**src/design/lfba_pkg.sv**
```systemverilog
// shared types and constants of the lorentz field boost accumulator
`default_nettype none
package lfba_pkg;

    localparam int ADDR_W  = 5;
    localparam int FIELD_W = 48;
    localparam logic [31:0] GAMMA_ONE = 32'h0100_0000;

    typedef enum logic [2:0] {
        REG_GAMMA,
        REG_BETA_X,
        REG_BETA_Y,
        REG_BETA_Z,
        REG_UNIT_X,
        REG_UNIT_Y,
        REG_UNIT_Z,
        REG_MAG_NEG
    } reg_idx_t;

    typedef enum logic {
        OP_ACCUMULATE = 1'b0,
        OP_CLEAR      = 1'b1
    } op_t;

    typedef struct packed {
        logic               opcode;
        logic [11:0]        cell_index;
        logic signed [31:0] rest_ex;
        logic signed [31:0] rest_ey;
        logic signed [31:0] rest_ez;
    } in_item_t;

    typedef struct packed {
        logic [11:0]               out_index;
        logic signed [FIELD_W-1:0] total_ex;
        logic signed [FIELD_W-1:0] total_ey;
        logic signed [FIELD_W-1:0] total_ez;
        logic signed [FIELD_W-1:0] total_cbx;
        logic signed [FIELD_W-1:0] total_cby;
        logic signed [FIELD_W-1:0] total_cbz;
    } out_item_t;

    typedef struct packed {
        logic [31:0]        gamma_factor;
        logic signed [31:0] beta_x;
        logic signed [31:0] beta_y;
        logic signed [31:0] beta_z;
        logic signed [31:0] unit_x;
        logic signed [31:0] unit_y;
        logic signed [31:0] unit_z;
        logic               magnetic_negate;
    } cfg_t;

    typedef struct packed {
        logic        opcode;
        logic [11:0] cell_idx;
    } tag_t;

    // boosted increments of one item, ready for accumulation
    typedef struct packed {
        tag_t                    tag;
        logic [2:0][FIELD_W-1:0] lab_e;
        logic [2:0][FIELD_W-1:0] lab_cb;
    } boost_t;

endpackage
`default_nettype wire

```
**src/design/lfba_cfg.sv**
```systemverilog
// apb register bank holding the boost parameters
`default_nettype none
module lfba_cfg
    import lfba_pkg::*;
(
    input  wire logic              clk,
    input  wire logic              rst_n,
    input  wire logic              psel,
    input  wire logic              penable,
    input  wire logic              pwrite,
    input  wire logic [ADDR_W-1:0] paddr,
    input  wire logic [31:0]       pwdata,
    output logic      [31:0]       prdata,
    output logic                   pready,
    output cfg_t                   cfg
);

    cfg_t     cfg_reg;
    reg_idx_t idx;
    logic     wr;

    assign idx    = reg_idx_t'(paddr[ADDR_W-1:2]);
    assign wr     = psel && penable && pwrite;
    assign pready = 1'b1;
    assign cfg    = cfg_reg;

    always_ff @(posedge clk or negedge rst_n)
    begin
        if (!rst_n)
        begin
            cfg_reg.gamma_factor    <= GAMMA_ONE;
            cfg_reg.beta_x          <= '0;
            cfg_reg.beta_y          <= '0;
            cfg_reg.beta_z          <= '0;
            cfg_reg.unit_x          <= '0;
            cfg_reg.unit_y          <= '0;
            cfg_reg.unit_z          <= '0;
            cfg_reg.magnetic_negate <= 1'b0;
        end
        else if (wr)
        begin
            case (idx)
                REG_GAMMA:   cfg_reg.gamma_factor    <= pwdata;
                REG_BETA_X:  cfg_reg.beta_x          <= pwdata;
                REG_BETA_Y:  cfg_reg.beta_y          <= pwdata;
                REG_BETA_Z:  cfg_reg.beta_z          <= pwdata;
                REG_UNIT_X:  cfg_reg.unit_x          <= pwdata;
                REG_UNIT_Y:  cfg_reg.unit_y          <= pwdata;
                REG_UNIT_Z:  cfg_reg.unit_z          <= pwdata;
                REG_MAG_NEG: cfg_reg.magnetic_negate <= pwdata[0];
                default:     cfg_reg.magnetic_negate <= cfg_reg.magnetic_negate;
            endcase
        end
    end

    always_comb
    begin
        case (idx)
            REG_GAMMA:   prdata = cfg_reg.gamma_factor;
            REG_BETA_X:  prdata = cfg_reg.beta_x;
            REG_BETA_Y:  prdata = cfg_reg.beta_y;
            REG_BETA_Z:  prdata = cfg_reg.beta_z;
            REG_UNIT_X:  prdata = cfg_reg.unit_x;
            REG_UNIT_Y:  prdata = cfg_reg.unit_y;
            REG_UNIT_Z:  prdata = cfg_reg.unit_z;
            REG_MAG_NEG: prdata = {31'd0, cfg_reg.magnetic_negate};
            default:     prdata = '0;
        endcase
    end

endmodule
`default_nettype wire

```
**config.mk**
```make
export PLATFORM = sky130hd
export DESIGN_NAME = lfba_cfg
export DESIGN_NICKNAME = d
export VERILOG_FILES = /design/src/design/lfba_pkg.sv /design/src/design/lfba_cfg.sv
export SDC_FILE = /design/constraint.sdc
export NUM_CORES = 1
export LEC_CHECK = 0
export ABC_AREA = 1
export BUFFER_PORTS_ARGS = -buffer_cell sky130_fd_sc_hd__buf_4
export CAP_MARGIN = 20
export CORE_ASPECT_RATIO = 0.6
export CORE_MARGIN = 2
export CORE_UTILIZATION = 36
export DETAILED_ROUTE_END_ITERATION = 7
export PLACE_DENSITY = 0.64
export RECOVER_POWER = 25
export SKIP_LAST_GASP = 1
export SLEW_MARGIN = 20
export SYNTH_ARGS = -nofsm -noshare
export SYNTH_HDL_FRONTEND = slang
export SYNTH_SLANG_ARGS = --single-unit
export TNS_END_PERCENT = 1
```
**constraint.sdc**
```tcl
create_clock -name clk -period 0.95 [get_ports clk]
set_input_delay 0.0475 -clock clk [delete_from_list [all_inputs] [get_ports clk]]
set_output_delay 0.0475 -clock clk [all_outputs]
set_load 0.01 [all_outputs]
```
; After elaboration in Yosys (flattened, before gate mapping)
; Index checks and enable logic that the tools add are counted.
[totals]
regBits = 225
inputBits = 42
out_inout_bits = 258
[classes]
n_eq_ne = 7
mux = 1
reduce_logical = 11
[ops]
columns = cell, count
row1 = 32-bit one-hot mux with 8 select lines, 1
row2 = 2-bit AND reduction, 8
row3 = "3-bit == test, second input constant", 4
row4 = "3-bit by 2-bit == test with 1-bit output, second input constant", 2
row5 = "3-bit by 1-bit == test with 1-bit output, second input constant", 1
row6 = 3-bit zero test, 1
row7 = 1-bit logical AND, 2

; Longest topological paths before layout
; Gate-level depths: netlist of the first run.
[logic_depth]
word_depth = 3
depth_mapped = 8
depth_no_buf = 5

; Worst setup path before layout of the first run
; No wires, ideal clock.
[synth_path]
kind = input-to-reg
from = in paddr[4]
to = reg cfg_reg, in the netlist cfg[184]
arrival_ns = 0.960
t_required_ns = 0.829
setup_slack_ns = -0.131
cell_stages = 8
path_cell_list = buf_4 > clkinv_2 > nand3_2 > or2_1 > buf_6 > buf_6 > nand2_1 > o21ai_2
[synth_between]
elab_chain_cells = 2
[synth_lines]
columns = item, line_no
row1 = "start, declared", lfba_cfg.sv:11  ; input wire logic [ADDR_W-1:0] paddr,
row2 = 3-bit by 1-bit == test with 1-bit output, lfba_cfg.sv:42  ; case (idx)
row3 = 2-bit AND reduction (no source line), n/a
row4 = "end, declared", lfba_cfg.sv:18  ; cfg_t cfg_reg;
; Every way passes these cells.
; A chain may end at the register's enable or synchronous reset.

; Final worst setup path of the first run
[layout_path]
from = reg cfg_reg, in the netlist cfg[176]
to = out prdata[15]
[layout_between]
elab_chain_cells = 1
[layout_lines]
columns = item, line_no
row1 = 32-bit one-hot mux with 8 select lines, lfba_cfg.sv:58  ; case (idx)
row2 = "end, declared", lfba_cfg.sv:13  ; output logic [31:0] prdata,
; Every way passes these cells.

==> results of run 1 <==
## final cells by class
class | instances | area, um2
timing repair buffer | 542 | 4553
sequential | 225 | 5632
antenna | 2 | 5.005
fill | 2619 | 12810
inverter | 100 | 392.9
multi-input combinational | 855 | 4174
clock inverter | 8 | 96.34
tap | 400 | 500.5
clock buffer | 36 | 726.9
## what timing repair did
action                                 CTS  global route
endpoints found under the hold margin  450            15
setup endpoints to repair              257           257
pin swaps                                2             9
resized for setup                        1            18
buffers inserted                         2             4
## kinds of logic after synthesis
group	count (synthesis)	synth area share
AND/OR/NAND/NOR	629	0.2651
AO/OA/AOI/OAI	225	0.1166
flip-flops	225	0.5301
buffers and inverters	194	0.08786
other	1	0.0003530
## through the flow
step                      hold slack, ns  power [mW]  cells
after global routing              0.1915       36.43   2166
after global placement          -0.05662       24.44   2083
final                             0.1656       34.67   2168
after floorplan                  -0.2481       17.31   1274
after CTS                       -0.02855       34.77   2162
after detailed placement        -0.06124       24.67   2083
## power groups by stage
stage	combinational, mW	sequential [mW]	clock, mW
floorplan	3.11	14.2	0
detailed placement	11.5	13.2	0
global route	12.7	13.3	10.5
global placement	11.3	13.1	0
CTS	11.7	13.0	10.0
finish	11.7	13.0	9.88
## critical path, cell delays in order, from the launching register on
cell     delay [ns]
dfrtp_1        0.43
inv_1          0.07
nor2_1         0.04
nor2_1         0.13
nand3_1        0.13
buf_4          0.17
## worst paths after layout
path / from / endpoint / depth (start not counted)
worst max-delay path: cfg[176] / prdata[15] / 5
worst min-delay path: paddr[4] / cfg[139] / 5
worst max register to register: cfg[95] / cfg[95] / 4
worst min register to register: cfg[170] / cfg[170] / 2
max in group asynchronous: rst_n / cfg[42] / 3
min in group asynchronous: rst_n / cfg[39] / 2
## cell usage in the layout, fill, tap and decap left out, drive strengths merged, types with 2 or more instances in the layout
master       synthesis  layout
buf                 83     508
nand2              231     231
nor2               228     228
dfrtp              224     224
o21ai              129     129
nand4               98      98
inv                 99      98
a21oi               96      96
nand3               68      68
clkbuf              11      37
dlygate4sd3          0      33
clkinv               1       7
nor3                 3       3
diode                0       2
bufinv               0       2
## per-layer routing
layer / share of wire / track usage / up-vias
met5: 0 / 0 / -
met4: 0.024 / 0.06696 / 0
met3: 0.079 / 0.05217 / 52
met2: 0.45 / 0.3868 / 443
met1: 0.45 / 0.3648 / 5200
li1: - / - / 5159
==> insert_results.sql, run 1 <==
INSERT INTO impl_metrics (metric_group, metric, value, unit) VALUES
('logic_synthesis', 'synth_edf_count', '0', ''),
('worst_setup_path', 'critPathMaxFanout', '3', ''),
('logic_synthesis', 'synth.cell_area', '10620', 'um2'),
('logic_synthesis', 'post_synth.cell_area_avg', '8.339', 'um2'),
('drt', 'dr_pass1_iterations', '5', ''),
('drt', 'remaining_drc_errors', '0', ''),
('logic_synthesis', 'synth_top_area_frac', '0.5276', ''),
('logic_synthesis', 'most_numerous_cell_in_the_yosys_netlist', 'nand2_1', ''),
('power_and_ir_drop', 'total_switching_power', '11.12', 'mW'),
('power_and_ir_drop', 'peakVddDrop', '1.195', 'mV'),
('grt', 'globalRoute.totalOverflow', '0', ''),
('place', 'routabilityCongestion', '0.8313', ''),
('sta', 'worst_slew_pin_slew', '0.9442', 'ns'),
('drt', 'initialDrtViolationCount', '897', ''),
('sta', 'min_period', '1.537', 'ns'),
('worst_setup_path', 'cp_data_arrival_time', '1.49', 'ns'),
('power_and_ir_drop', 'switching_power_share_of_the_total', '0.3208', ''),
('logic_synthesis', 'yosys-top-cells-count', 'nand2_1, dfrtp_1, nor2_1', ''),
('logic_synthesis', 'synth_top_cells_by_area', 'dfrtp_1, nand2_1, nor2_1, nand4_1, a21oi_1', ''),
('die', 'placementRows', '48', ''),
('layout', 'largest_register_ffs', '225', ''),
('clock_network', 'clkSlewWorstSetupHoldPaths', '0.07', 'ns'),
('power_and_ir_drop', 'seqPwrFrac', '0.376', ''),
('worst_setup_path', 'kind_of_capture_point_of_the_worst_setup_path', 'output pin', ''),
('die', 'fp.dieArea', '30950', 'um2'),
('sta', 'finalSetupTns', '-70.98', 'ns'),
('sta', 'slew_viol_final', '0', ''),
('outcome', 'violated_checks', 'setup timing', ''),
('die', 'initial_core_utilization', '0.3678', ''),
('sta', 'setup_viol_count_final', '337', ''),
('power_and_ir_drop', 'power_frac_comb', '0.339', ''),
('grt', 'grt_max_degree', '42', ''),
('drt', 'route.vias.total', '10850', ''),
('sta', 'timing.final.ws_setup', '-0.5871', 'ns'),
('logic_synthesis', 'ys_ff_latch', '225', ''),
('logic_synthesis', 'synth_cell_types', '30', ''),
('die', 'chipWidth', '225.8', 'um'),
('flow_run', 'timing.max_cap.violations', '0', ''),
('logic_synthesis', 'mappedNetlistNets', '1316', ''),
('worst_setup_path', 'reg2reg_slack', '0.04', 'ns'),
('place', 'detailedPlacementHpwl', '28240', 'um'),
('layout', 'num-nets-final', '1790', ''),
('drt', 'route.detailed.wl_per_inst', '18.43', 'um'),
('place', 'pre_cts_setup_slack', '-0.3304', 'ns'),
('power_and_ir_drop', 'leakagePower', '8.233', 'nW'),
('grt', 'first_global_vias', '10120', ''),
('grt', 'gr-usage-all-layers', '0.2531', ''),
('drt', 'wl', '39960', 'um'),
('clock_network', 'worst_case_clock_buffer_depth', '3', ''),
('sta', 'slew_headroom', '0.3705', ''),
('logic_synthesis', 'ys_warn_count', '0', ''),
('drt', 'drt-vias-per-instance', '5.006', ''),
('sta', 'max_freq', '0.6506', 'GHz'),
('clock_network', 'cts_max_level', '1', ''),
('logic_synthesis', 'postSynth.asyncResetShare', '1.000', ''),
('logic_synthesis', 'synth.largest_area_cell', 'dfrtp_1', ''),
('logic_synthesis', 'ys_dominant_reg_cell', 'dfrtp_1', ''),
('power_and_ir_drop', 'pwr-share-clk', '0.285', ''),
('sta', 'final_min_period_over_clock_period', '1.618', ''),
('grt', 'grt_pass1_wl', '59530', 'um'),
('layout', 'fin_util', '0.5567', ''),
('clock_network', 'cts-hold-fix-buffers', '33', ''),
('place', 'buffer_ports.inserted', '296', ''),
('outcome', 'status', 'complete, but fails checks', ''),
('sta', 'worst_clock_skew', '0', 'ns'),
('layout', 'finished_cell_area', '16080', 'um2'),
('die', 'floorplan.io_pins', '300', ''),
('drt', 'route.antenna.remaining_nets', '0', ''),
('layout', 'syn2layout_area_growth', '51.36', '%'),
('clock_network', 'cts_root_buf', 'clkbuf_16', ''),
('clock_network', 'cts.sinks', '225', '');
Note: power is estimated with default switching activity, not from simulation.
==> run 2, diff against run 1 <==
BUFFER_PORTS_ARGS = not set   (was -buffer_cell sky130_fd_sc_hd__buf_4)
DONT_BUFFER_PORTS = 1   (was not set)
PLACE_DENSITY = 0.53   (was 0.64)
clock period = 1.8 ns   (was 0.95 ns; I/O delays follow)
==> run 2 against run 1 <==
Effect of this change: the run ends with hold timing left; first-iteration DRC count is 12% lower; sequential power decreased by 39%; non-clock buffer count fell by 478; design area decreased by 25%; critical endpoint is now cfg[9].
==> insert_results.sql, run 2 (synthesis gave the netlist of run 1 again) <==
INSERT INTO impl_metrics (metric_group, metric, value, unit) VALUES
('clock_network', 'cts.sinks', '225', ''),
('place', 'post_dp_cell_area', '10880', 'um2'),
('worst_setup_path', 'timing.critical_path.cells', 'inv_4 -> nand3_2 -> nor2_4 -> nand2_1 -> dlygate4sd3_1 -> o21ai_0 -> dlygate4sd3_1', ''),
('grt', 'first_global_vias', '8238', ''),
('grt', 'grt_max_degree', '226', ''),
('clock_network', 'cts_max_level', '1', ''),
('grt', 'grt_pass1_wl', '52940', 'um'),
('die', 'core_area', '28890', 'um2'),
('layout', 'final.fill_count', '2891', ''),
('worst_setup_path', 'path_class', 'input pin to flop', ''),
('outcome', 'violated_checks', 'hold timing', ''),
('clock_network', 'cts_made_buffers', '24', ''),
('layout', 'layout_common_cells', 'nand2_1, dfrtp_1, nor2_1, nand4_1', ''),
('worst_setup_path', 'critical_path.most_common_cell', 'dlygate4sd3_1', ''),
('power_and_ir_drop', 'power_report.internal_total', '10.07', 'mW'),
('power_and_ir_drop', 'report.power.total', '15.10', 'mW'),
('drt', 'route.antenna.remaining_nets', '0', ''),
('clock_network', 'worst_case_clock_buffer_depth', '3', ''),
('layout', 'final_cell_count_no_fill', '1688', ''),
('worst_setup_path', 'crit_family', 'buffers and inverters', ''),
('worst_setup_path', 'timing.critical_path.buf_inv', '3', ''),
('die', 'floorplan.io_pins', '300', ''),
('sta', 'final_hold_viol_count', '225', ''),
('clock_network', 'cts_root_buf', 'clkbuf_16', ''),
('sta', 'slew_headroom', '0.2784', ''),
('layout', 'largest_register_ffs', '225', ''),
('clock_network', 'cts-hold-fix-buffers', '41', ''),
('die', 'initial_core_utilization', '0.3678', ''),
('clock_network', 'number_of_gates_resized_after_cts', '0', ''),
('layout', 'num-nets-final', '1312', ''),
('worst_setup_path', 'cp_data_arrival_time', '2.15', 'ns'),
('drt', 'remaining_drc_errors', '0', ''),
('sta', 'final_min_period_over_clock_period', '0.9340', ''),
('worst_setup_path', 'kind_of_capture_point_of_the_worst_setup_path', 'flop', ''),
('worst_setup_path', 'critPathSlowestCell', 'dlygate4sd3_1', ''),
('drt', 'route.detailed.wl_per_inst', '21.03', 'um'),
('sta', 'post_route_worst_hold_slack', '-0.7505', 'ns'),
('clock_network', 'tritoncts', 'done', ''),
('power_and_ir_drop', 'leakagePower', '5.695', 'nW'),
('layout', 'fin_util', '0.4193', ''),
('outcome', 'status', 'complete, but fails checks', ''),
('layout', 'commonest_non_fill_non_tap_cell_in_the_layout', 'nand2_1', ''),
('power_and_ir_drop', 'pwr-share-clk', '0.348', ''),
('power_and_ir_drop', 'total_switching_power', '5.034', 'mW'),
('die', 'chipWidth', '225.8', 'um'),
('power_and_ir_drop', 'seqPwrFrac', '0.522', ''),
('place', 'buffer_ports.inserted', '0', ''),
('power_and_ir_drop', 'power_frac_comb', '0.130', ''),
('clock_network', 'clock_latency', '0.53', 'ns'),
('power_and_ir_drop', 'power.density_cell_area', '1247', 'nW/um2'),
('place', 'routabilityCongestion', '0.8024', ''),
('layout', 'drive_gt1_frac', '0.08540', ''),
('worst_setup_path', 'setup.worst_path.start_class', 'input pin', ''),
('die', 'die-height', '137.1', 'um'),
('sta', 'worst_clock_skew', '0', 'ns'),
('place', 'pre_cts_setup_slack', '0.2854', 'ns'),
('drt', 'dr_pass1_iterations', '5', ''),
('flow_run', 'timing.max_cap.violations', '0', ''),
('power_and_ir_drop', 'peakVddDrop', '0.6522', 'mV'),
('layout', 'finished_cell_area', '12110', 'um2'),
('die', 'placementRows', '48', ''),
('worst_setup_path', 'cp_data_required_time', '2.27', 'ns'),
('layout', 'antenna_cells', '0', ''),
('place', 'detailedPlacementHpwl', '21920', 'um'),
('clock_network', 'clkSlewWorstSetupHoldPaths', '0.07', 'ns'),
('worst_setup_path', 'worst_path_largest_cell_delay', '0.58', 'ns'),
('drt', 'wl', '35500', 'um'),
('drt', 'initialDrtViolationCount', '793', ''),
('grt', 'gr-usage-all-layers', '0.2271', ''),
('drt', 'route.vias.total', '8768', ''),
('drt', 'drt-vias-per-instance', '5.194', ''),
('power_and_ir_drop', 'switching_power_share_of_the_total', '0.3334', ''),
('clock_network', 'cts_setup_buffers', '0', ''),
('sta', 'min_period', '1.681', 'ns'),
('sta', 'setup_viol_count_final', '0', ''),
('worst_setup_path', 'critPathMaxFanout', '71', ''),
('sta', 'max_freq', '0.5948', 'GHz'),
('sta', 'slew_viol_final', '0', ''),
('sta', 'worst_slew_pin_slew', '1.082', 'ns'),
('sta', 'timing.final.ws_setup', '0.1188', 'ns'),
('grt', 'globalRoute.totalOverflow', '0', ''),
('sta', 'finalSetupTns', '0', 'ns'),
('place', 'placed_cells_incl_taps', '1603', ''),
('sta', 'unrepaired_setup_endpoints_after_global_routing', 'no', ''),
('layout', 'syn2layout_area_growth', '14.02', '%'),
('die', 'fp.dieArea', '30950', 'um2'),
('hold_path', 'hp-class', 'input pin to async pin', ''),
('grt', 'initial_antenna_violation_count', '0', '');
run 2: cell count changes in the layout (fill, tap and decap cells not counted), sizes merged:
cell	delta
clkbuf	-2
inv	+1
clkinv	-1
dlygate4sd3	+8
diode	-2
bufinv	+1
buf	-485
run 2: path summary, 6_finish.rpt:
| path | to | from | depth (start not counted) | slack (ns) |
|---|---|---|---|---|
| worst min-delay path | cfg[29] | rst_n | 0 | -0.75 |
| worst max-delay path | cfg[9] | paddr[2] | 7 | 0.12 |
| max in group asynchronous | cfg[205] | rst_n | 0 | 2.06 |
| min in group clk | cfg[0] | penable | 4 | 0.02 |
| worst min register to register | cfg[217] | cfg[217] | 2 | 0.55 |
| worst max register to register | cfg[9] | cfg[9] | 3 | 0.50 |
run 2: metal layers:
| metal | wire [um] | track usage |
|---|---|---|
| met1 | 15280 | 0.3045 |
| met2 | 15760 | 0.3520 |
| met3 | 3784 | 0.08201 |
| met4 | 675 | 0.05040 |
| met5 | 0 | 0 |
run 2: area by class of cell:
cell class / instances / area (um2) / area share
Inverter: 100 / 379.1 / 0.03130
Sequential cell: 225 / 5632 / 0.4649
Clock buffer: 35 / 693.2 / 0.05723
Tap cell: 400 / 500.5 / 0.04132
Multi-Input combinational cell: 855 / 4061 / 0.3353
Timing Repair Buffer: 64 / 720.7 / 0.05950
Clock inverter: 9 / 126.4 / 0.01043
run 2: worst reg2reg max path: cells and delay by family (launching register included):
| family | cells | cell delay [ns] |
|---|---|---|
| AO/OA/AOI/OAI | 1 | 0.19 |
| buffers and inverters | 2 | 0.65 |
| flip-flops | 1 | 0.40 |
run 2: power groups by stage:
stage | combinational, mW | sequential, mW | clock, mW
6_report | 1.96 | 7.88 | 5.26
2_1_floorplan | 1.61 | 7.48 | 0
3_3_place_gp | 1.81 | 7.97 | 0
4_1_cts | 1.98 | 7.90 | 5.38
5_1_grt | 2.30 | 8.05 | 5.59
3_5_place_dp | 1.87 | 7.98 | 0
