## src/design/lfba_pkg.sv

```systemverilog
// shared types and constants of the lorentz field boost accumulator
`default_nettype none
package lfba_pkg;

    localparam int ADDR_W  = 5;
    localparam int FIELD_W = 48;
    localparam logic [31:0] GAMMA_ONE = 32'h0100_0000;

    typedef enum logic [2:0] {
        REG_GAMMA,
        REG_BETA_X,
        REG_BETA_Y,
        REG_BETA_Z,
        REG_UNIT_X,
        REG_UNIT_Y,
        REG_UNIT_Z,
        REG_MAG_NEG
    } reg_idx_t;

    typedef enum logic {
        OP_ACCUMULATE = 1'b0,
        OP_CLEAR      = 1'b1
    } op_t;

    typedef struct packed {
        logic               opcode;
        logic [11:0]        cell_index;
        logic signed [31:0] rest_ex;
        logic signed [31:0] rest_ey;
        logic signed [31:0] rest_ez;
    } in_item_t;

    typedef struct packed {
        logic [11:0]               out_index;
        logic signed [FIELD_W-1:0] total_ex;
        logic signed [FIELD_W-1:0] total_ey;
        logic signed [FIELD_W-1:0] total_ez;
        logic signed [FIELD_W-1:0] total_cbx;
        logic signed [FIELD_W-1:0] total_cby;
        logic signed [FIELD_W-1:0] total_cbz;
    } out_item_t;

    typedef struct packed {
        logic [31:0]        gamma_factor;
        logic signed [31:0] beta_x;
        logic signed [31:0] beta_y;
        logic signed [31:0] beta_z;
        logic signed [31:0] unit_x;
        logic signed [31:0] unit_y;
        logic signed [31:0] unit_z;
        logic               magnetic_negate;
    } cfg_t;

    typedef struct packed {
        logic        opcode;
        logic [11:0] cell_idx;
    } tag_t;

    // boosted increments of one item, ready for accumulation
    typedef struct packed {
        tag_t                    tag;
        logic [2:0][FIELD_W-1:0] lab_e;
        logic [2:0][FIELD_W-1:0] lab_cb;
    } boost_t;

endpackage
`default_nettype wire

```

## src/design/lfba_front.sv

```systemverilog
// front end: cell reduction and the item queue
`default_nettype none
module lfba_front
    import lfba_pkg::*;
#(
    parameter int GRID_CELLS = 4096
)
(
    input  wire logic     clk,
    input  wire logic     rst_n,
    input  wire logic     item_valid,
    output logic          item_ready,
    input  in_item_t      item,
    input  wire logic     pop,
    output logic          q_valid,
    output in_item_t      q_item
);

    localparam int DEPTH = 4;
    localparam int PW    = $clog2(DEPTH);
    localparam int RECIP = (1 << 24) / GRID_CELLS;

    in_item_t        q_reg [DEPTH];
    logic [PW:0]     wp_reg, rp_reg;
    logic [PW:0]     count;
    logic            push;
    logic [35:0]     qprod;
    logic [32:0]     qg;
    logic [12:0]     rem;
    logic [32:0]     rem_w;
    logic [32:0]     cell_w;
    in_item_t        reduced;

    // index modulo grid size by reciprocal estimate and one correction
    always_comb
    begin
        qprod  = 36'(item.cell_index) * 36'(RECIP);
        qg     = 33'(qprod[35:24]) * 33'(GRID_CELLS);
        rem    = 13'({1'b0, item.cell_index}) - qg[12:0];
        rem_w  = 33'(rem);
        cell_w = (rem_w >= 33'(GRID_CELLS)) ? rem_w - 33'(GRID_CELLS) : rem_w;
        reduced            = item;
        reduced.cell_index = cell_w[11:0];
    end

    assign count      = wp_reg - rp_reg;
    assign item_ready = (count != (PW+1)'(DEPTH));
    assign q_valid    = (count != '0);
    assign q_item     = q_reg[rp_reg[PW-1:0]];
    assign push       = item_valid && item_ready;

    always_ff @(posedge clk or negedge rst_n)
    begin
        if (!rst_n)
        begin
            wp_reg <= '0;
            rp_reg <= '0;
        end
        else
        begin
            if (push)
                wp_reg <= wp_reg + 1'b1;
            if (pop && q_valid)
                rp_reg <= rp_reg + 1'b1;
        end
    end

    always_ff @(posedge clk)
    begin
        if (push)
            q_reg[wp_reg[PW-1:0]] <= reduced;
    end

`ifndef SYNTHESIS
    a_count_bound: assert property (@(posedge clk) disable iff (!rst_n)
        count <= (PW+1)'(DEPTH))
        else $error("queue count beyond depth");
    a_push_count: assert property (@(posedge clk) disable iff (!rst_n)
        (push && !(pop && q_valid)) |=> (count == $past(count) + 1'b1))
        else $error("queue lost an item");
`endif

endmodule
`default_nettype wire

```

## config.mk

```make
export PLATFORM = sky130hd
export DESIGN_NAME = lfba_front
export DESIGN_NICKNAME = d
export VERILOG_FILES = /design/src/design/lfba_pkg.sv /design/src/design/lfba_front.sv
export SDC_FILE = /design/constraint.sdc
export NUM_CORES = 1
export LEC_CHECK = 0
export ABC_AREA = 1
export BUFFER_PORTS_ARGS = -buffer_cell sky130_fd_sc_hd__buf_2
export CAP_MARGIN = 25
export CORE_MARGIN = 3
export CORE_UTILIZATION = 40
export CTS_CLUSTER_DIAMETER = 30
export DETAILED_ROUTE_END_ITERATION = 7
export MAX_ROUTING_LAYER = met4
export SLEW_MARGIN = 10
export SYNTH_ARGS = -nofsm -noshare
export SYNTH_HDL_FRONTEND = slang
export SYNTH_SLANG_ARGS = --single-unit
```

## constraint.sdc

```tcl
create_clock -name clk -period 13.4 [get_ports clk]
set_input_delay 0 -clock clk [delete_from_list [all_inputs] [get_ports clk]]
set_output_delay 0 -clock clk [all_outputs]
set_load 0.005 [all_outputs]
```

* Word-level counts from Yosys, hierarchy flattened
Memory sizes are Yosys's and may differ from the RTL's.
Index checks and enable logic that the tools add are counted.
** Storage, ports and cells
- Register bits :: 6
- Memory bits (writable) :: 436
- Input port bits :: 113
- Output and inout port bits :: 111
- Logic and storage cells :: 15
- Memories :: 1
** Operators by class
- Add/subtract/negate cells :: 4
- $lt $le $gt $ge :: 1
- Equality and inequality tests :: 1
- Multiplexer cells :: 3
- Reduce and logical (&&, ||, !) cells :: 3
** Memory list
- q_reg :: depth 4, bits a word 109, rd ports 1, clocked after memory_dff 0, write ports 1, RTL line lfba_front.sv:23 : in_item_t q_reg [DEPTH];
** Operators by type and width (number)
- 12-bit by 13-bit >= comparator with 1-bit output (second input constant) :: 1
- 12-bit 2-to-1 mux :: 1
- 12-bit by 1-bit subtractor with 12-bit output (second input constant) :: 1
- 3-bit by 1-bit adder with 3-bit output (second input constant) :: 2
- 3-bit inequality test (second input constant) :: 1
- 3-bit nonzero test :: 1
- 3-bit subtractor :: 1
- 1-bit logical AND :: 2
- 1-bit 2-to-1 mux :: 2

* Logic depth before layout (Yosys ltp)
Gate-level depths: netlist of the first run.
- Depth in word-level cells :: 5
- Gate-level depth with buffers :: 11
- Gate-level depth less buffers :: 10

* Worst setup path before layout of the first run
Ideal clock, no wire load.
- Kind :: flip-flop to flip-flop
- Start :: reg rp_reg[1]
- End :: mem q_reg[0][0] in the netlist's numbering, enable pin
- Setup time :: 578 ps
- Arrival :: 6036 ps
- Data required time :: 12822 ps
- Path slack :: 6787 ps
- Stages on the path, launching flop included :: 10
- Path buffers :: 2
- Period minus slack after synthesis :: 6613 ps
- Cell sequence :: dfrtp_1 -> inv_2 -> buf_2 -> buf_2 -> ha_1 -> a21oi_1 -> nand2_1 -> nand3_2 -> nand2_2 -> nor2_1
** On the way
- Longest elaborated chain between the ends :: 5
** Ends and longest elaborated chain
- start: declaration :: RTL line lfba_front.sv:24 : logic [PW:0] wp_reg, rp_reg;
- start signal: assignment :: RTL line lfba_front.sv:64 : rp_reg <= rp_reg + 1'b1;
- 3-bit subtractor :: RTL line lfba_front.sv:46 : assign count = wp_reg - rp_reg;
- 3-bit inequality test :: RTL line lfba_front.sv:47 : assign item_ready = (count != (PW+1)'(DEPTH));
- named net item_ready :: RTL line lfba_front.sv:12 : output logic item_ready,
- 1-bit logical AND :: RTL line lfba_front.sv:50 : assign push = item_valid && item_ready;
- 1-bit 2-to-1 mux :: RTL line lfba_front.sv:70 : if (push)
- 1-bit 2-to-1 mux (implied by the code) :: RTL line lfba_front.sv:71 : q_reg[wp_reg[PW-1:0]] <= reduced;
- end: declaration :: RTL line lfba_front.sv:23
The timed path passes the listed nets, and every way through them passes these cells.

* Final worst setup path of the first run
- Start :: reg rp_reg[1]
- End :: mem q_reg[2][5] in the netlist's numbering, enable pin
** On the way
- Longest elaborated chain between the ends :: 5
** Ends and longest elaborated chain (RTL line)
- 3-bit subtractor :: lfba_front.sv:46
- 3-bit inequality test :: lfba_front.sv:47
- 1-bit logical AND :: lfba_front.sv:50
- 1-bit 2-to-1 mux :: lfba_front.sv:70
- 1-bit 2-to-1 mux (implied by the code) :: lfba_front.sv:71
Every way passes these cells.

==> summary.md, run 1 <==
| Metric | Value |
|---|---|
| Synth top area share | 0.786 |
| Initial antenna violation count | 2 |
| XOR/XNOR Fraction of Synth Area | 0.000526 |
| Crit end category | flip-flop |
| Die Y | 210 um |
| Worst setup path class | reg -> reg |
| Final wirelength | 40.0 mm |
| Dpl hpwl | 21.6 mm |
| Post-cts sizing count | 0 |
| Element type at the critical path start | flip-flop |
| Top post-synthesis cells by area | edfxtp_1 (79%), nor2_1 (5.0%), o22ai_1 (4.1%) |
| Largest family of logic cells by synthesized area | compound AO/OA/AOI/OAI gates |
| Clock skew | 18.3 ps |
| Seq/Total Area, Yosys | 0.795 |
| Core ar. | 41,000 sq um |
| Area grow syn2layout | 34.7% |
| Mapped Area | 16,700 sq um |
| Post-layout total power | 5710 uW |
| Clk Tree Root Cell | clkbuf_16 |
| Remaining Overflow, GRT | 0 |
| Syn avg cell area | 14.8 sq um |
| Crit path arrival time | 4770 ps |
| Post-layout minimum cycle time | 4560 ps |
| First-pass detailed-route iteration total | 6 |
| TritonCTS clock tree | yes |
| Final Cycle Share | 0.341 |
| First-pass GRT wire length | 61.1 mm |
| MaxCap Viol Count | 0 |
| Max reg flops | 436 |
| Initial Util | 0.406 |
| Tot GR Track Use | 0.184 |
| Placer's final routability congestion estimate | 0.734 |
| Crit path required time | 13,610 ps |
| Reg2reg setup slack | 8840 ps |
| Vias in the first global route | 10,900 |
| Die Width | 210 um |
| Hold-fix buffers at CTS | 113 |
| Multiplexer area fraction after synthesis | 0 |
| Via count | 10,600 |
| Fill cells | 3,354 |
| Layout cell share with drive strength beyond 1 | 0.253 |
| DR WL/cell | 18.9 um |
| Die Area | 44,100 sq um |
| Peak supply drop | 128 uV |
| FF+latch count, synth | 442 |
| Max_slew headroom | 0.331 |
| Adder-cell share of the synthesized area | 0.00526 |
| Bufs on Longest Clock Path | 3 |
| Final hold slack | 160 ps |
| DR iter-0 viols | 803 |
| Post-Route Setup TNS | 0 ps |
| Total CTS buffers | 94 |
| Residual DRC | 0 |
| Std-Cell Rows | 74 |
| Worst-Skew Late Latency | 590 ps |
| Max-slew violation count | 0 |
| Synth unique cells | 22 |
| Least-Margin Pin Slew | 1000 ps |
| Hold Crit Class | in -> reg |
| Vias per inst | 5.02 |
| Outcome | complete, no violations |
| IO buf count | 223 |
| Final setup fails | 0 |
| Largest net degree at the start of global routing | 128 |
| Syn nets | 1,242 |
| Nets | 1,617 |
| Cells after Synth | 1,122 |
| # Post-CTS Setup Buffers | 0 |
| Endpoints failing hold | 0 |
| Ys Warns | 0 |
| I/O pin total | 224 |
| Clk pin slew, worst setup/hold paths | 40 ps |
| Simple-gate share of the synthesized area | 0.0592 |
| Area leader, netlist | edfxtp_1 |
| Num Clock Sinks | 442 |
| Post-synthesis compound-gate area fraction | 0.107 |
| Pwr dens | 255 nW/um^2 |
| F_max | 0.219 GHz |
| Worst Path Max Fanout | 53 |
| Leakage | 0.00807 uW |
| Antenna-violating nets left | 0 |
| RSZ-0062 raised after global routing | no |
| H-tree depth | 3 |
cells in the mapped netlist:
cell type	n
buf_1	1
nor2_1	221
clkbuf_1	23
dfrtp_1	6
inv_1	11
nand3_2	1
o22ai_1	109
inv_2	2
inv_4	1
nand3_1	7
o21ai_1	100
nand2_1	28
xor2_1	1
o21ai_0	118
clkbuf_2	7
buf_4	4
buf_2	12
ha_1	7
buf_6	25
edfxtp_1	436
nand2_2	1
a21oi_1	1
worst max-delay path, stage by stage (launching register included):
cell and delay, ps:
dfrtp_4 580, clkinv_2 610, ha_1 580, a21oi_1 190, nand2_1 80, nand3_2 120, nand2_2 150, nor2_4 410
buf_4 610, buf_4 750
where the power goes:
group,switching [uW],internal [uW],total (uW),leakage (uW)
registers,102,1880,1980,0.00406
logic,992,499,1490,0.00248
clock network,737,1500,2240,0.00152
cell families after synthesis:
| family | Yosys count |
|---|---|
| flip-flops | 442 |
| AO/OA/AOI/OAI | 328 |
| AND/OR/NAND/NOR | 258 |
| buffers and inverters | 86 |
| adder cells (fa/ha/maj) | 7 |
| XOR/XNOR | 1 |
path summary, 6_finish.rpt:
path / startpoint / to / depth (start not counted)
setup / recovery: rp_reg[1] / q_reg[2][5] / 9
hold / removal: item[1] / q_reg[2][1] / 2
setup reg to reg: rp_reg[1] / q_reg[2][5] / 9
hold reg to reg: wp_reg[0] / wp_reg[0] / 2
max in group asynchronous: rst_n / rp_reg[1] / 3
min in group asynchronous: rst_n / wp_reg[2] / 3
layer usage:
| layer | share of wire | GRT usage | up-vias | wire length, um |
|---|---|---|---|---|
| li1 | - | - | 5051 | - |
| met1 | 0.43 | 0.227 | 5212 | 17300 |
| met2 | 0.50 | 0.306 | 272 | 20000 |
| met3 | 0.048 | 0.0417 | 64 | 1920 |
| met4 | 0.018 | 0.0542 | 0 | 726 |
| met5 | 0 | - | - | 0 |
stage by stage:
stage               instance area, sq um  cells  utilization  setup slack [ps]
finish                             22400   2110        0.547              8840
global route                       22400   2110        0.547              8510
CTS                                22300   2105        0.545              8710
detailed placement                 18100   1817        0.440              8720
global placement                   18100   1817        0.440              8790
floorplan                          16700   1122            -              6790
final cells by class:
class,instances,area (sq um),area share
clock buffers,107,2420,0.108
repair buffers,351,2410,0.108
diodes,2,5.00,0.000223
well taps,532,666,0.0297
multi-input cells,594,2880,0.129
inverters,14,61.3,0.00273
clock inverters,68,727,0.0324
flip-flops and latches,442,13300,0.591
cells in the final DEF (no fill, tap or decap), types with 10 or more instances in the layout:
cell	count
edfxtp_1	436
buf_2	223
nor2_1	218
o21ai_0	118
dlygate4sd3_1	113
o22ai_1	109
o21ai_1	100
clkbuf_16	95
nand2_1	28
clkinv_2	14
clkinv_1	13
inv_6	12
clkbuf_1	12
buf_4	12
inv_1	10
bufinv_16	10
No activity file was read; power rests on OpenSTA's default activity.
==> inputs of run 2 (changes only) <==
--- a/config.mk
+++ b/config.mk
@@ -5,7 +5,7 @@
 export SDC_FILE = /design/constraint.sdc
 export NUM_CORES = 1
 export LEC_CHECK = 0
-export ABC_AREA = 1
+export ABC_AREA = 0
 export BUFFER_PORTS_ARGS = -buffer_cell sky130_fd_sc_hd__buf_2
 export CAP_MARGIN = 25
 export CORE_MARGIN = 3
==> constraint.sdc (replaced) <==
create_clock -name clk -period 4.3 [get_ports clk]
set_input_delay 0 -clock clk [delete_from_list [all_inputs] [get_ports clk]]
set_output_delay 0 -clock clk [all_outputs]
set_load 0.005 [all_outputs]
==> run 2 against run 1 <==
Count of clock-buffer cells in the layout fell by 8. Non-clock buffer count fell by 1. Via count fell by 25%. Area after synthesis fell by 3.3%. Wire length fell by 18%. Final cell count fell by 23%. Clock power rose to 3.1 times the previous value. Worst setup slack got worse by 7600 ps. Flip-flop and latch count did not move. Core utilization rose by 2.3 points. Largest cell class unchanged.
==> summary.md, run 2 <==
| Metric | Value |
|---|---|
| Met2 usage | 0.262 |
| Synth async-reset ratio | 0.0136 |
| Placer's final routability congestion estimate | 0.695 |
| Crit path arrival time | 3080 ps |
| Area grow syn2layout | 38.5% |
| GR Util met1 | 0.203 |
| Multi-input logic area | 2760 sq um |
| IO buf count | 223 |
| Largest net degree at the start of global routing | 112 |
| Std-Cell Rows | 72 |
| Crit-path leading delay family | buffers and inverters |
| DR iter-0 viols | 417 |
| Vias per inst | 4.88 |
| Nets | 1,144 |
| Final hold slack | 159 ps |
| Area leader, netlist | edfxtp_1 |
| Number of synthesized flops with an enable pin | 436 |
| F_max | 0.324 GHz |
| Vias in the first global route | 8,800 |
| Ys Warns | 0 |
| Final setup fails | 0 |
| Most common cell after layout, fill and taps aside | edfxtp_1 |
| Pwr dens | 773 nW/um^2 |
| Clk pin slew, worst setup/hold paths | 50 ps |
| Most frequent cells in the layout | edfxtp_1 (436), buf_2 (223), dlygate4sd3_1 (113) |
| WP depth | 4 |
| Synth top area share | 0.813 |
| Die Width | 207 um |
| Setup crit start | rp_reg[1] |
| GRT Max-Usage Layer | met2 |
| Residual DRC | 0 |
| GR Layer Usage met3 | 0.0412 |
| Post-layout minimum cycle time | 3080 ps |
| Num Clock Sinks | 442 |
| Most common cell in the netlist | edfxtp_1 |
| Total CTS buffers | 90 |
| # Post-CTS Setup Buffers | 0 |
| Fill cells | 2,938 |
| Clk Tree Root Cell | clkbuf_16 |
| MaxCap Viol Count | 0 |
| Bufs and invs on worst path | 3 |
| First-pass GRT wire length | 50.5 mm |
| Max incr delay on CP | 730 ps |
| Outcome | complete, no violations |
| Die Area | 42,700 sq um |
| Max-slew violation count | 0 |
| Endpoints failing hold | 0 |
| Antenna-violating nets left | 0 |
| DR WL/cell | 20.3 um |
| Worst-Skew Late Latency | 580 ps |
| Clock skew | 11.1 ps |
| Primary FF master, synth | edfxtp_1 |
| Worst reg2reg path depth | 7 |
| Crit-path cells | buf_4, buf_4, mux4_2, buf_2 |
| Max reg flops | 436 |
| Crit path required time | 4300 ps |
| Crit end category | primary output |
| Worst R2R Start | wp_reg[0] |
| Setup crit end | q_item[76] |
| Die Y | 207 um |
| Remaining Overflow, GRT | 0 |
| Mapped Area | 16,100 sq um |
| Synth unique cells | 23 |
| Final Cycle Share | 0.717 |
| Max_slew headroom | 0.355 |
| Worst setup path class | reg -> out |
| Post-Route Setup TNS | 0 ps |
| Register area | 13,300 sq um |
| Cells after Synth | 606 |
| Reg2reg end | q_reg[2][10] |
| Hold Crit Class | in -> reg |
| Via count | 7,919 |
| Core ar. | 39,200 sq um |
| Dpl hpwl | 18.5 mm |
| TritonCTS clock tree | yes |
| Initial Util | 0.411 |
| RSZ-0062 raised after global routing | no |
| Element type at the critical path start | flip-flop |
| Top post-synthesis cells by area | edfxtp_1 (81%), mux4_2 (15%), dfrtp_1 (0.93%) |
| Reg2reg setup slack | 1600 ps |
| Syn nets | 726 |
| Least-Margin Pin Slew | 967 ps |
| FF+latch count, synth | 442 |
| Final wirelength | 32.9 mm |
| Initial antenna violation count | 3 |
| CP max-delay cell | buf_4 |
| Leakage | 0.00785 uW |
| H-tree depth | 3 |
| Peak supply drop | 482 uV |
| Bufs on Longest Clock Path | 3 |
| Layout cell share with drive strength beyond 1 | 0.461 |
| Tot GR Track Use | 0.162 |
| First-pass detailed-route iteration total | 4 |
| Top cell by count, worst path | buf_4 |
| Worst Path Max Fanout | 64 |
| Seq/Total Area, Yosys | 0.822 |
| Most frequent cells after synthesis | edfxtp_1 (436), mux4_2 (109), buf_2 (14) |
| Hold_sp | item[13] |
| Syn avg cell area | 26.6 sq um |
| I/O pin total | 224 |
==> run 2: cell types whose count changed after synthesis, sizes merged, moves of 2 or more <==
cell	previous run	this run
a31oi	0	2
and2	0	3
buf	42	22
clkbuf	30	2
inv	14	4
mux2	0	2
mux4	0	109
nand2	29	2
nand3	8	1
nor2	221	0
o21ai	218	1
o22ai	109	0
xnor2	0	5
==> run 2: how the worst min path moves through the flow <==
stage	to	slack (ps)	cells after the start
finish	q_reg[0][13]	160	2
global route	q_reg[3][36]	150	2
CTS	q_reg[2][13]	120	2
detailed placement	rp_reg[1]	-170	1
global placement	rp_reg[1]	-170	1
floorplan	rp_reg[0]	-300	0
==> run 2: cell type report <==
type	count	area share
repair buffers	350	0.111
inverters	4	0.000673
multi-input cells	136	0.124
clock inverters	70	0.0371
clock buffers	99	0.104
well taps	518	0.0290
flip-flops and latches	442	0.594
diodes	3	0.000336
==> run 2: worst reg2reg max path, cell delays in order (launching register included) <==
cell     delay (ps)
dfrtp_1         390
inv_1           150
ha_1            150
nor2b_1         300
xnor2_4         160
a31oi_4         280
and2_4          500
buf_12          330
==> run 2: timing repair <==
item | in CTS | in global routing
hold buffers | 113 | 0
endpoints found under the hold margin | 447 | 0
resized for setup | 0 | 0
==> run 2: metrics by stage <==
stage | power (uW) | setup WS [ps] | cell area [sq um] | std cells | util
floorplan | 8620 | 365 | 16100 | 606 | -
global placement | 10400 | 1600 | 18000 | 1337 | 0.460
detailed placement | 10400 | 1580 | 18000 | 1337 | 0.460
CTS | 17600 | 1080 | 22300 | 1619 | 0.569
global route | 18100 | 999 | 22300 | 1622 | 0.569
finish | 17300 | 1220 | 22300 | 1622 | 0.569
==> run 2: cell families (layout without fill, tap and decap cells) <==
family	count (synthesis)	after routing	share of synthesized area
other	0	3	0
adders and majority gates	7	7	0.00544
AOI/OAI and AO/OA	4	4	0.00311
DFF	442	442	0.822
xor gates and xnor gates	6	6	0.00489
and+or+nand+nor	8	8	0.00272
muxes	111	111	0.154
buffers and inverters	28	523	0.00761
==> run 2: where the power goes <==
part           leakage, uW  switching [uW]  internal, uW
clock              0.00149            2240          4780
sequential         0.00406             206          5880
combinational      0.00229            2170          1980
==> run 2: routing by layer <==
| metal | up-vias | share of wire |
|---|---|---|
| li1 | 3528 | - |
| met1 | 4076 | 0.41 |
| met2 | 256 | 0.51 |
| met3 | 59 | 0.063 |
| met4 | 0 | 0.020 |
| met5 | - | 0 |
==> inputs of run 3 (changes only) <==
==> constraint.sdc (replaced) <==
create_clock -name clk -period 3.2 [get_ports clk]
set_input_delay 0 -clock clk [delete_from_list [all_inputs] [get_ports clk]]
set_output_delay 0 -clock clk [all_outputs]
set_load 0.005 [all_outputs]
==> run 3 against run 2 <==
Flip-flop and latch count did not move. Global-route usage rose by 0.26 points. Wire length rose by 1.8%. Count of clock-buffer cells in the layout rose by 1. Worst setup slack got worse by 630 ps. Critical endpoint is now q_item[32].
==> summary.md, run 3 (synthesis results as in run 2) <==
| Metric | Value |
|---|---|
| Hold Crit Class | in -> reg |
| Die Width | 207 um |
| Vias per inst | 4.91 |
| Core ar. | 39,200 sq um |
| Final hold slack | 156 ps |
| RSZ-0062 raised after global routing | no |
| Max incr delay on CP | 660 ps |
| Std-Cell Rows | 72 |
| Die Y | 207 um |
| Worst-Skew Late Latency | 590 ps |
| Remaining Overflow, GRT | 0 |
| Max-slew violation count | 0 |
| Bufs and invs on worst path | 2 |
| Fill cells | 2,900 |
| Residual DRC | 0 |
| Crit end category | primary output |
| Num Clock Sinks | 442 |
| Nets | 1,140 |
| Antenna-violating nets left | 0 |
| Dpl hpwl | 18.4 mm |
| Final Cycle Share | 0.818 |
| Worst Path Max Fanout | 111 |
| Least-Margin Pin Slew | 987 ps |
| Crit path arrival time | 2620 ps |
| H-tree depth | 3 |
| # Post-CTS Setup Buffers | 0 |
| Most common cell after layout, fill and taps aside | edfxtp_1 |
| Tot GR Track Use | 0.165 |
| Pwr dens | 1020 nW/um^2 |
| Reg2reg setup slack | 700 ps |
| Largest net degree at the start of global routing | 112 |
| Clk Tree Root Cell | clkbuf_16 |
| Total CTS buffers | 88 |
| Layout cell share with drive strength beyond 1 | 0.450 |
| Clock skew | 12.4 ps |
| Placer's final routability congestion estimate | 0.695 |
| Crit-path cells | buf_12, mux4_2, buf_2 |
| Initial Util | 0.411 |
| Via count | 7,892 |
| Outcome | complete, no violations |
| Max reg flops | 436 |
| First-pass detailed-route iteration total | 4 |
| DR iter-0 viols | 408 |
| IO buf count | 223 |
| CP max-delay cell | mux4_2 |
| Endpoints failing hold | 0 |
| Post-cts sizing count | 0 |
| DR WL/cell | 20.8 um |
| Most frequent cells in the layout | edfxtp_1 (436), buf_2 (223), dlygate4sd3_1 (113) |
| I/O pin total | 224 |
| Clk pin slew, worst setup/hold paths | 40 ps |
| Crit path required time | 3200 ps |
| MaxCap Viol Count | 0 |
| Bufs on Longest Clock Path | 3 |
| Element type at the critical path start | flip-flop |
| Vias in the first global route | 8,722 |
| Post-Route Setup TNS | 0 ps |
| Worst setup path class | reg -> out |
| TritonCTS clock tree | yes |
| Die Area | 42,700 sq um |
| Final wirelength | 33.5 mm |
| Final setup fails | 0 |
| Post-layout minimum cycle time | 2620 ps |
| Max_slew headroom | 0.342 |
| Initial antenna violation count | 2 |
| Crit-path leading delay family | buffers and inverters |
| Peak supply drop | 767 uV |
| Leakage | 0.00775 uW |
| First-pass GRT wire length | 51.0 mm |
| F_max | 0.382 GHz |
| Area grow syn2layout | 37.1% |
==> run 3: changes by cell type in the layout (fill, tap and decap cells not counted), moves of 2 or more <==
| cell | previous run | this run |
|---|---|---|
| clkbuf_16 | 92 | 88 |
| clkinv_16 | 0 | 2 |
| inv_6 | 8 | 2 |
| clkbuf_1 | 7 | 12 |
| clkinvlp_4 | 15 | 7 |
| clkinv_4 | 11 | 2 |
| bufinv_16 | 14 | 11 |
| clkinv_2 | 7 | 14 |
| clkinv_8 | 1 | 5 |
| clkinv_1 | 12 | 15 |
==> run 3: worst register-to-register path: cells and delay by family, from the launching register on <==
kind                       cells  cell delay [ps]
AOI/OAI and AO/OA              1              290
xor gates and xnor gates       1              140
adders and majority gates      1              180
buffers and inverters          2              450
DFF                            1              400
and+or+nand+nor                2              730
==> run 3: area by class of cell <==
class / instances / area [sq um] / area share
tap: 518 / 648 / 0.0294
clock inverter: 58 / 686 / 0.0311
inverter: 4 / 15.0 / 0.000680
multi-input combinational: 136 / 2780 / 0.126
sequential: 442 / 13300 / 0.600
clock buffer: 100 / 2250 / 0.102
timing repair buffer: 348 / 2450 / 0.111
antenna: 2 / 5.00 / 0.000227
==> run 3: worst paths after layout <==
kind                                end  cells past startpoint       from
max                          q_item[32]                      3  rp_reg[0]
min                        q_reg[0][26]                      2   item[26]
max reg2reg                q_reg[0][75]                      7  wp_reg[0]
min reg2reg                   wp_reg[2]                      1  wp_reg[2]
max in group asynchronous     rp_reg[0]                      3      rst_n
min in group asynchronous     wp_reg[2]                      3      rst_n
==> run 3: per-stage QoR <==
stage | std cells | utilization | area, sq um | setup slack (ps) | total power (uW)
after global routing | 1608 | 0.563 | 22100 | 412 | 23700
after global placement | 1335 | 0.460 | 18000 | 754 | 13900
final | 1608 | 0.563 | 22100 | 581 | 22600
after CTS | 1606 | 0.563 | 22100 | 528 | 23000
after floorplan | 606 | - | 16200 | -275 | 11600
after detailed placement | 1335 | 0.460 | 18000 | 670 | 14000
==> run 3: routing by layer <==
layer,vias up,wire length [um],track usage
met1,4083,14300,0.214
li1,3499,-,-
met4,0,560,0.0575
met2,264,16200,0.251
met3,46,2370,0.0489
met5,-,0,-
==> run 3: report_power, final <==
part           internal, uW  total, uW  switching, uW
logic                  2670       5620           2950
registers              7910       8190            287
clock network          5920       8790           2870
total                 16500      22600           6110
==> run 3: what timing repair did <==
item / 4_1_cts / 5_1_grt
hold endpoints to repair: 447 / 0
setup endpoints to repair: 0 / 0
hold buffers: 113 / 0
